**src/rtl/ebtp_pkg.sv**
```systemverilog
// shared constants, register indexes, command codes and control struct
// for the encoder balanced turn pid core; no dependencies
package ebtp_pkg;

	// field and state widths
	localparam int COUNT_WIDTH_DEF = 32;
	localparam int FRAC_BITS       = 8;
	localparam int CMD_W           = 2;
	localparam int ANGLE_W         = 16;
	localparam int GAIN_W          = 16;
	localparam int SPEED_W         = 8;
	localparam int CFG_IDX_W       = 3;
	localparam int TARGET_W        = 32;
	localparam int ERR_W           = 32;
	localparam int SUM_W           = 48;

	// product and sum widths of the correction path
	localparam int PT_W     = GAIN_W + 1 + ERR_W;
	localparam int DT_W     = GAIN_W + 2 + ERR_W;
	localparam int SPLIT_W  = SUM_W / 2;
	localparam int ITLO_W   = GAIN_W + SPLIT_W;
	localparam int ITHI_W   = GAIN_W + 1 + SUM_W - SPLIT_W;
	localparam int IT_W     = GAIN_W + SUM_W + 1;
	localparam int PD_W     = DT_W + 1;
	localparam int TOT_W    = IT_W + 2;
	localparam int IT_SHIFT = 60;

	// command codes
	localparam logic [CMD_W-1:0] CMD_START   = 2'd0;
	localparam logic [CMD_W-1:0] CMD_ENCODER = 2'd1;
	localparam logic [CMD_W-1:0] CMD_TICK    = 2'd2;

	// register indexes
	localparam logic [CFG_IDX_W-1:0] REG_GAIN_P = 3'd0;
	localparam logic [CFG_IDX_W-1:0] REG_GAIN_I = 3'd1;
	localparam logic [CFG_IDX_W-1:0] REG_GAIN_D = 3'd2;
	localparam logic [CFG_IDX_W-1:0] REG_BASE   = 3'd3;
	localparam logic [CFG_IDX_W-1:0] REG_CPD    = 3'd4;

	// register reset values
	localparam logic [GAIN_W-1:0]  GAIN_P_RST = 16'd256;
	localparam logic [GAIN_W-1:0]  GAIN_I_RST = 16'd0;
	localparam logic [GAIN_W-1:0]  GAIN_D_RST = 16'd128;
	localparam logic [SPEED_W-1:0] BASE_RST   = 8'd180;
	localparam logic [GAIN_W-1:0]  CPD_RST    = 16'd3044;

	// saturation limits
	localparam logic signed [ERR_W-1:0] ERR_MAX = {1'b0, {(ERR_W-1){1'b1}}};
	localparam logic signed [ERR_W-1:0] ERR_MIN = {1'b1, {(ERR_W-1){1'b0}}};
	localparam logic signed [SUM_W-1:0] SUM_MAX = {1'b0, {(SUM_W-1){1'b1}}};
	localparam logic signed [SUM_W-1:0] SUM_MIN = {1'b1, {(SUM_W-1){1'b0}}};
	localparam logic signed [IT_W-1:0]  IT_LIM  = IT_W'(1) << IT_SHIFT;
	localparam logic signed [IT_W-1:0]  IT_NLIM = -IT_LIM;

	// per-item control carried down the pipeline
	typedef struct packed {
		logic pid;
		logic fin;
		logic turning;
		logic turn_right;
	} ctl_t;

endpackage

```
**src/rtl/ebtp_track.sv**
```systemverilog
// front stage: encoder counts, turn target and active flag, first pipeline register
// depends on ebtp_pkg
module ebtp_track #(
	parameter int COUNT_WIDTH = ebtp_pkg::COUNT_WIDTH_DEF
) (
	input  logic                                clk,
	input  logic                                arst_n,
	input  logic                                in_valid,
	output logic                                in_ready,
	input  logic [ebtp_pkg::CMD_W-1:0]          command,
	input  logic signed [ebtp_pkg::ANGLE_W-1:0] angle,
	input  logic                                encoder_side,
	input  logic                                phase_a,
	input  logic                                phase_b,
	input  logic [ebtp_pkg::GAIN_W-1:0]         counts_per_degree,
	input  logic                                adv_s2,
	output logic                                v_s1,
	output ebtp_pkg::ctl_t                      ctl_s1,
	output logic [COUNT_WIDTH-1:0]              mag_l_s1,
	output logic [COUNT_WIDTH-1:0]              mag_r_s1
);
	import ebtp_pkg::*;

	localparam int CMP_W  = (COUNT_WIDTH > TARGET_W) ? COUNT_WIDTH : TARGET_W;
	localparam int PROD_W = ANGLE_W + 1 + GAIN_W;

	logic [COUNT_WIDTH-1:0] left_cnt_q, right_cnt_q;
	logic [COUNT_WIDTH-1:0] left_mag_q, right_mag_q;
	logic [TARGET_W-1:0]    target_q;
	logic                   turn_right_q;
	logic                   active_q;

	logic                   take;
	logic                   is_start, is_enc, is_tick;
	logic [ANGLE_W:0]       ang_ext, ang_mag;
	logic [PROD_W-1:0]      tgt_prod;
	logic [TARGET_W-1:0]    target_new;
	logic                   turn_right_new;
	logic [COUNT_WIDTH-1:0] enc_cnt, enc_cnt_new, enc_mag_new;
	logic                   reached;
	logic                   active_next;
	ctl_t                   ctl_next;

	assign in_ready = !v_s1 || adv_s2;
	assign take     = in_valid && in_ready;

	// command decode
	always_comb begin
		is_start = 1'b0;
		is_enc   = 1'b0;
		is_tick  = 1'b0;
		unique case (command)
			CMD_START:   is_start = 1'b1;
			CMD_ENCODER: is_enc   = 1'b1;
			CMD_TICK:    is_tick  = 1'b1;
			default: ;
		endcase
	end

	// target from angle magnitude times counts per degree
	assign ang_ext        = {angle[ANGLE_W-1], angle};
	assign ang_mag        = angle[ANGLE_W-1] ? ('0 - ang_ext) : ang_ext;
	assign tgt_prod       = PROD_W'(ang_mag) * PROD_W'(counts_per_degree);
	assign target_new     = TARGET_W'(tgt_prod >> FRAC_BITS);
	assign turn_right_new = !angle[ANGLE_W-1] && (angle != '0);

	// quadrature step and magnitude of the new count
	assign enc_cnt     = encoder_side ? right_cnt_q : left_cnt_q;
	assign enc_cnt_new = (phase_a == phase_b) ? (enc_cnt + COUNT_WIDTH'(1))
	                                          : (enc_cnt - COUNT_WIDTH'(1));
	assign enc_mag_new = enc_cnt_new[COUNT_WIDTH-1] ? ('0 - enc_cnt_new) : enc_cnt_new;

	// end of turn when either wheel reaches the target
	assign reached = (CMP_W'(left_mag_q) >= CMP_W'(target_q)) ||
	                 (CMP_W'(right_mag_q) >= CMP_W'(target_q));

	always_comb begin
		active_next = active_q;
		if (is_start)
			active_next = 1'b1;
		else if (is_tick && active_q && reached)
			active_next = 1'b0;
	end

	always_comb begin
		ctl_next.pid        = is_tick && active_q && !reached;
		ctl_next.fin        = is_tick && active_q && reached;
		ctl_next.turning    = active_next;
		ctl_next.turn_right = is_start ? turn_right_new : turn_right_q;
	end

	// turn state, updated on each input transfer
	always_ff @(posedge clk or negedge arst_n) begin
		if (!arst_n) begin
			left_cnt_q   <= '0;
			right_cnt_q  <= '0;
			left_mag_q   <= '0;
			right_mag_q  <= '0;
			target_q     <= '0;
			turn_right_q <= 1'b0;
			active_q     <= 1'b0;
			v_s1         <= 1'b0;
		end else begin
			if (take) begin
				if (is_start) begin
					left_cnt_q   <= '0;
					right_cnt_q  <= '0;
					left_mag_q   <= '0;
					right_mag_q  <= '0;
					target_q     <= target_new;
					turn_right_q <= turn_right_new;
				end
				if (is_enc) begin
					if (encoder_side) begin
						right_cnt_q <= enc_cnt_new;
						right_mag_q <= enc_mag_new;
					end else begin
						left_cnt_q <= enc_cnt_new;
						left_mag_q <= enc_mag_new;
					end
				end
				active_q <= active_next;
			end
			if (in_ready)
				v_s1 <= in_valid;
		end
	end

	// stage 1 payload
	always_ff @(posedge clk) begin
		if (in_ready) begin
			ctl_s1   <= ctl_next;
			mag_l_s1 <= left_mag_q;
			mag_r_s1 <= right_mag_q;
		end
	end

endmodule

```
**config.mk**
```make
export PLATFORM = sky130hd
export DESIGN_NAME = ebtp_track
export DESIGN_NICKNAME = d
export VERILOG_FILES = /design/src/rtl/ebtp_pkg.sv /design/src/rtl/ebtp_track.sv
export SDC_FILE = /design/constraint.sdc
export NUM_CORES = 1
export LEC_CHECK = 0
export BUFFER_PORTS_ARGS = -buffer_cell sky130_fd_sc_hd__buf_4
export CORE_AREA = 2 2 283 257
export CTS_CLUSTER_DIAMETER = 80
export DETAILED_ROUTE_END_ITERATION = 6
export DIE_AREA = 0 0 285 259
export SLEW_MARGIN = 20
export SYNTH_ARGS = -nofsm -noshare
export SYNTH_HDL_FRONTEND = slang
export SYNTH_SLANG_ARGS = --single-unit
export TNS_END_PERCENT = 100
```
**constraint.sdc**
```tcl
create_clock -name clk -period 10.4 [get_ports clk]
set_input_delay 1.56 -clock clk [delete_from_list [all_inputs] [get_ports clk]]
set_output_delay 1.56 -clock clk [all_outputs]
set_load 0.02 [all_outputs]
```
## Word-level counts from Yosys, hierarchy flattened

Index checks and enable logic that the tools add are counted.

- Add/sub/neg operators: 4
- $mul: 1
- Order comparisons: 2
- Eq/ne operators: 3
- Mux-type cells: 22
- Reduce and logical (&&, ||, !) cells: 13

Operators by type and width:

| cell | number |
|---|---|
| 32-bit 2-to-1 mux | 15 |
| 32-bit by 25-bit >= comparator with 1-bit output | 2 |
| 17-bit by 16-bit multiplier with 33-bit output | 1 |
| 32-bit by 1-bit adder with 32-bit output (second input constant) | 1 |
| 1-bit by 32-bit subtractor with 32-bit output (first input constant) | 1 |
| 32-bit by 1-bit subtractor with 32-bit output (second input constant) | 1 |
| 17-bit 2-to-1 mux | 1 |
| 1-bit by 16-bit subtractor with 17-bit output (first input constant) | 1 |
| 16-bit nonzero test | 1 |
| 1-bit 2-to-1 mux | 6 |
| 1-bit logical AND | 5 |
| 1-bit logical NOT | 3 |
| 2-bit by 1-bit == test with 1-bit output (second input constant) | 1 |
| 2-bit == test (second input constant) | 1 |
| 2-bit logical NOT | 1 |
| 1-bit logical OR | 2 |
| 2-bit AND reduction | 1 |
| 1-bit == test | 1 |

- Register bits: 224
- Input bits: 41
- Word-level logic and storage cells: 59

## Logic depth before layout (Yosys ltp)

Gate-level depths: netlist of run 1.

- Depth after elaboration: 7
- Depth in mapped cells: 31
- Depth with buffers taken out: 31

## Worst setup path after synthesis of run 1

No wires, ideal clock.

- Kind: input port to flip-flop
- Start point: input angle[4] in the netlist's numbering
- End point: register target_q[24]
- Library setup time: 0.136 ns
- Arrival: 8.748 ns
- Data required time: 10.264 ns
- Path slack: 1.516 ns
- Stages: 27
- Buffers on the path: 1
- Cells stage by stage: or4_1 > or2_2 > or3_1 > o31ai_1 > xnor2_1 > clkbuf_1 > nand2_1 > fa_1 > fa_1 > inv_1 > fa_1 > fa_1 > fa_1 > inv_1 > fa_1 > inv_1 > ha_1 > a21o_1 > a21o_1 > a21o_1 > a21oi_1 > o21ai_0 > a2111oi_0 > nor3_1 > a221oi_1 > xnor2_1 > o21ai_0

- Word-level cells in the longest chain between the ends: 3

RTL lines:

| item | RTL line | RTL |
|---|---|---|
| from (decl) | ebtp_track.sv:11 | `input logic signed [ebtp_pkg::ANGLE_W-1:0] angle,` |
| 1-bit by 16-bit subtractor with 17-bit output | ebtp_track.sv:62 | `assign ang_mag = angle[ANGLE_W-1] ? ('0 - ang_ext) : ang_ext;` |
| 17-bit 2-to-1 mux (*) | ebtp_track.sv:62 |  |
| 17-bit by 16-bit multiplier with 33-bit output (*) | ebtp_track.sv:63 | `assign tgt_prod = PROD_W'(ang_mag) * PROD_W'(counts_per_degree);` |
| to (signal assigned) | ebtp_track.sv:110 | `target_q <= target_new;` |
| to (decl) | ebtp_track.sv:29 | `logic [TARGET_W-1:0] target_q;` |

Mark *: on every way between the ends. The rest lies on a longest branch, timed or not.
A chain may end at the register's enable or synchronous reset.

## Final worst setup path of run 1

- Start point: input angle[0] in the netlist's numbering
- End point: register target_q[21]

The elaborated chain is that of the path after synthesis.

==> impl_metrics.toml, run 1 <==
[run_status]
status = "completed"

[floorplanning]
core_area_um2 = 71000
fp.dieH_um = 259
floorplan.die_area_um2 = 73800
start_util = 0.298
rows = 93
io_pins = 111
dieWidth_um = 285

[logic_synthesis]
yosys.area_share.simple = 0.163
synth_seq_area_share = 0.281
synth_top_family_by_area = "adder cells"
netlist_area_um2 = 21200
synth_edf_count = 68
avgSynthCellArea_um2 = 9.48
synth-compound-area-share = 0.120
synthCells = 2232
muxShareOfSynthArea = 0.0219
synth_area_leader_cell = "fa_1"
synth_xor_area_frac = 0.0359
ys.flop_type = "dfrtp_1"
ys_top_cells_by_area = "fa_1 (20%), dfrtp_1 (18%), ha_1 (11%)"
ys_seq_elements = 224
synthAdderAreaFrac = 0.306
yosys_warnings = 0
synth.distinct_cells = 89
async_reset_ff_frac = 0.696
synth_top_area_frac = 0.197

[routing]
dr.pass1.iters = 5
ant_nets = 0
wl_met1_um = 26100
dr_wl_met3_um = 3300
wirelength_um = 53200
route.met2.wl_um = 23100
routed-via-count = 16000
vias_per_cell = 4.91
drc = 0
wl_per_cell_um = 16.3
top_layer = "met4"
drtIter0Drc = 1074

[sta]
tns_ns = 0
finalClockSkew_ns = 0.0132
fin_crit_ns = 9.16
worst_slew_pin_slew_ns = 1.13
hold_viol = 0
drv_slew = 0
max_slew_margin = 0.239
rsz0062_at_grt = "false"
period_share = 0.881
setup_viol = 0
timing.fmax_ghz = 0.109
whs_ns = 0.477

[final_layout]
fin_nets = 2726
layout_commonest_cell = "inv_1"
drive_gt1_frac = 0.104
finalInstanceArea_um2 = 23700
area_growth_syn_to_layout_pct = 12.1
num_antenna_cells = 0
final_cells = 3257
mostFrequentLayoutCells = "inv_1 (284), nand2_1 (264), fa_1 (208)"

[placement]
placed_area_um2 = 23000
port_buffers = 110
place_inst = 3220
dp.final_hpwl_um = 41000
place_congestion = 0.848

[global_route]
antenna_found_initial = 2
grt_pass1_vias = 15500
grt_pass1_wl_um = 86400
grt_start_max_net_pins = 86
grt-ovfl-total = 0
track_usage = 0.144

[critical_path]
cp-start-kind = "primary input"
r2r_setup_slack_ns = 5.93
critPathMaxFanout = 16
r2r-start = "left_cnt_q[7]"
required_ns = 10.81
cpPeakStageDelay_ns = 0.54
endpoint_kind = "flip-flop"
rr_worst_depth = 12
crit_path_top_delay_cell = "fa_1"
regToRegEndpoint = "left_mag_q[28]"
arrival_ns = 9.56
crit_type = "primary input to flip-flop"
crit_top_cell = "fa_1"

[power]
ir_drop_v = 0.000397
p_total_uw = 8470
p_leak_uw = 0.0113
power_density_nw_per_um2 = 357

[clocking]
cts_resized = 0
clk_latency_ns = 0.52
cts_tree = "done"
cts_buffers = 21
clk_pin_slew_worst_paths_ns = 0.07
cts.sinks = 224
clk_path_buf_depth = 3
cts_hold_buf = 0
root_buffer = "clkbuf_16"
cts_htree_levels = 1
cts_setup_buffers = 0

[job]
drv_cap = 0

[hold_path]
hold_end = "target_q[11]"
hp-class = "flip-flop to flip-flop"
whs_path_depth = 2
min_from = "target_q[11]"
==> power breakdown <==
part / internal (uW) / total [uW] / switching (uW)
Clock: 442 / 792 / 350
Sequential: 1240 / 1470 / 226
Combinational: 2630 / 6210 / 3580
==> worst max-delay path: cells and delay by family <==
family	cells	cell delay [ns]
and+or+nand+nor	8	2.23
adders and majority gates	7	3.35
buffers and inverters	6	0.45
muxes	1	0.26
xor gates and xnor gates	2	0.33
AOI/OAI and AO/OA	6	1.36
==> synthesized netlist by cell type, drive strengths merged (4+ instances only) <==
cell type / instances
inv: 284
nand2: 264
fa: 208
ha: 184
o21ai: 175
dfrtp: 156
nand3: 141
and2: 106
clkbuf: 92
a21oi: 69
edfxtp: 68
xnor2: 57
nor2: 50
a21o: 45
mux2: 31
xor2: 29
nand4: 25
nor3: 20
buf: 18
and3: 17
nor2b: 17
a31oi: 12
o211ai: 12
mux2i: 11
o31ai: 11
a211oi: 10
nand2b: 10
o21a: 9
or2: 7
or3: 7
o2111ai: 6
o21bai: 6
or4: 6
a311oi: 5
and4: 5
nor4: 5
a2111oi: 4
nor3b: 4
o31a: 4
==> per-stage QoR <==
step,worst slack (ns),utilization
floorplan,1.52,-
global placement,0.907,0.325
detailed placement,0.755,0.325
CTS,1.29,0.334
global route,0.716,0.334
finish,1.24,0.334
==> layout make-up <==
cell class | instances | area, um^2
clock buffer | 26 | 574
clock inverter | 11 | 109
fill | 7351 | 47300
inverter | 285 | 1070
multi-input combinational | 1627 | 13800
sequential | 224 | 5950
tap | 950 | 1190
timing repair buffer | 134 | 1010
==> cell families (layout without fill, tap and decap cells) <==
group,Yosys count,in the layout
fa+ha+maj,392,392
buf+inv,395,456
flops,224,224
xor+xnor,86,86
simple gates,691,691
other cells,2,16
compound gates,400,400
mux,42,42
==> worst max-delay path by stage <==
stage             start            to  slack (ns)
2_1_floorplan  angle[4]  target_q[24]        1.52
3_3_place_gp   angle[0]  target_q[21]        0.91
3_5_place_dp   angle[0]  target_q[21]        0.76
4_1_cts        angle[0]  target_q[21]        1.29
5_1_grt        angle[0]  target_q[21]        0.72
6_report       angle[0]  target_q[21]        1.24
==> per-layer routing <==
layer  global-route usage  up-vias
met5                    0        -
met4               0.0207        0
met3               0.0236       41
met2                0.216      429
met1                0.221     7907
li1                     -     7601
==> sequential cells by signal, indices dropped and copies added (netlist names), 4 cells and up <==
| name | cells |
|---|---|
| mag_r_s1 | 32 |
| right_mag_q | 32 |
| mag_l_s1 | 32 |
| ctl_s1 | 4 |
| right_cnt_q | 32 |
| left_cnt_q | 32 |
| target_q | 25 |
| left_mag_q | 32 |
No activity file was read; power rests on OpenSTA's default activity.
==> inputs of run 2 (changes only) <==
==> constraint.sdc (replaced) <==
create_clock -name clk -period 10.4 [get_ports clk]
set_input_delay 0.52 -clock clk [delete_from_list [all_inputs] [get_ports clk]]
set_output_delay 0.52 -clock clk [all_outputs]
set_load 0.02 [all_outputs]
==> impl_metrics.toml, run 2 (synthesized netlist as in run 1, its figures left out) <==
[floorplanning]
io_pins = 111
start_util = 0.298
floorplan.die_area_um2 = 73800
rows = 93
core_area_um2 = 71000
fp.dieH_um = 259
dieWidth_um = 285

[clocking]
cts_resized = 0
clk_pin_slew_worst_paths_ns = 0.07
root_buffer = "clkbuf_16"
cts_htree_levels = 1
cts_hold_buf = 0
clk_path_buf_depth = 3
clk_latency_ns = 0.55
cts_buffers = 22
cts.sinks = 224
cts_tree = "done"
cts_setup_buffers = 0

[global_route]
grt-ovfl-total = 0
track_usage = 0.142
grt_pass1_wl_um = 85100
grt_pass1_vias = 15100
antenna_found_initial = 1
grt_start_max_net_pins = 108

[routing]
route.met2.wl_um = 22400
wl_per_cell_um = 16.2
wl_met1_um = 26600
vias_per_cell = 4.84
dr.pass1.iters = 6
top_layer = "met4"
ant_nets = 0
routed-via-count = 15800
drtIter0Drc = 1095
dr_wl_met3_um = 2870
wirelength_um = 52700
drc = 0

[run_status]
status = "completed"

[critical_path]
critPathMaxFanout = 16
arrival_ns = 8.50
cp-start-kind = "primary input"
required_ns = 10.84
crit_top_cell = "fa_1"
cpPeakStageDelay_ns = 0.54
crit_type = "primary input to flip-flop"
crit_path_top_delay_cell = "fa_1"
endpoint_kind = "flip-flop"

[sta]
worst_slew_pin_slew_ns = 1.03
period_share = 0.776
finalClockSkew_ns = 0.0470
rsz0062_at_grt = "false"
drv_slew = 0
timing.fmax_ghz = 0.124
tns_ns = 0
fin_crit_ns = 8.07
max_slew_margin = 0.312
setup_viol = 0
hold_viol = 0

[power]
ir_drop_v = 0.000398
power_density_nw_per_um2 = 357
p_leak_uw = 0.0113
p_total_uw = 8480

[final_layout]
fin_util = 0.335
fin_nets = 2726
mostFrequentLayoutCells = "inv_1 (284), nand2_1 (264), fa_1 (208)"
drive_gt1_frac = 0.104
area_growth_syn_to_layout_pct = 12.3
final_cells = 3259
layout_commonest_cell = "inv_1"

[placement]
dp.final_hpwl_um = 40400
place_congestion = 0.845
port_buffers = 110
place_inst = 3219

[job]
drv_cap = 0

[hold_path]
hp-class = "primary input to asynchronous set/reset pin"
-- run 2: cell count changes in the layout (fill, tap and decap cells not counted), sizes merged --
cell / change
clkinvlp: -1
buf: -2
diode: +1
inv: +2
clkbuf: +2
-- run 2: worst paths after layout --
kind                          startpoint              end  slack, ns  cells after the start
max                             angle[0]     target_q[21]       2.33                     31
min                               arst_n  right_mag_q[22]       0.10                      1
max reg2reg                left_cnt_q[7]   left_mag_q[28]       5.86                     12
min reg2reg                 turn_right_q     turn_right_q       0.48                      2
max in group asynchronous         arst_n    left_mag_q[3]       9.01                      2
min in group clk                in_valid             v_s1       0.23                      2
-- run 2: critical path: cells and delay by family --
kind	cells	cell delay, ns
adder cells (fa/ha/maj)	7	3.35
AND/OR/NAND/NOR	8	2.17
AO/OA/AOI/OAI	6	1.35
buffers and inverters	7	0.62
multiplexers	1	0.26
XOR/XNOR	2	0.21
-- run 2: metrics by stage --
stage                     setup WS, ns  instance area, um^2  hold WS (ns)
after floorplan                   2.56                21200         0.224
after global placement            1.88                23000         0.457
after detailed placement          1.84                23000         0.464
after CTS                         2.39                23800         0.172
after global routing              1.88                23800         0.174
final                             2.33                23800         0.103
-- run 2: final cells by class --
type                       count  area [um^2]
antenna                        1         2.50
clock buffer                  27          579
clock inverter                12          134
fill                        7334        47200
inverter                     285         1070
multi-input combinational   1627        13800
sequential                   224         5950
tap                          950         1190
timing repair buffer         133         1000
-- run 2: routing by layer --
| layer | up-vias | GRT usage |
|---|---|---|
| met5 | - | 0 |
| met4 | 0 | 0.0214 |
| met3 | 50 | 0.0207 |
| met2 | 356 | 0.209 |
| met1 | 7775 | 0.222 |
| li1 | 7587 | - |
-- run 2: power by group --
group	total [uW]	internal [uW]	leakage, uW	switching, uW
clock network	816	451	0.000350	365
registers	1470	1240	0.00279	227
logic	6190	2630	0.00815	3570
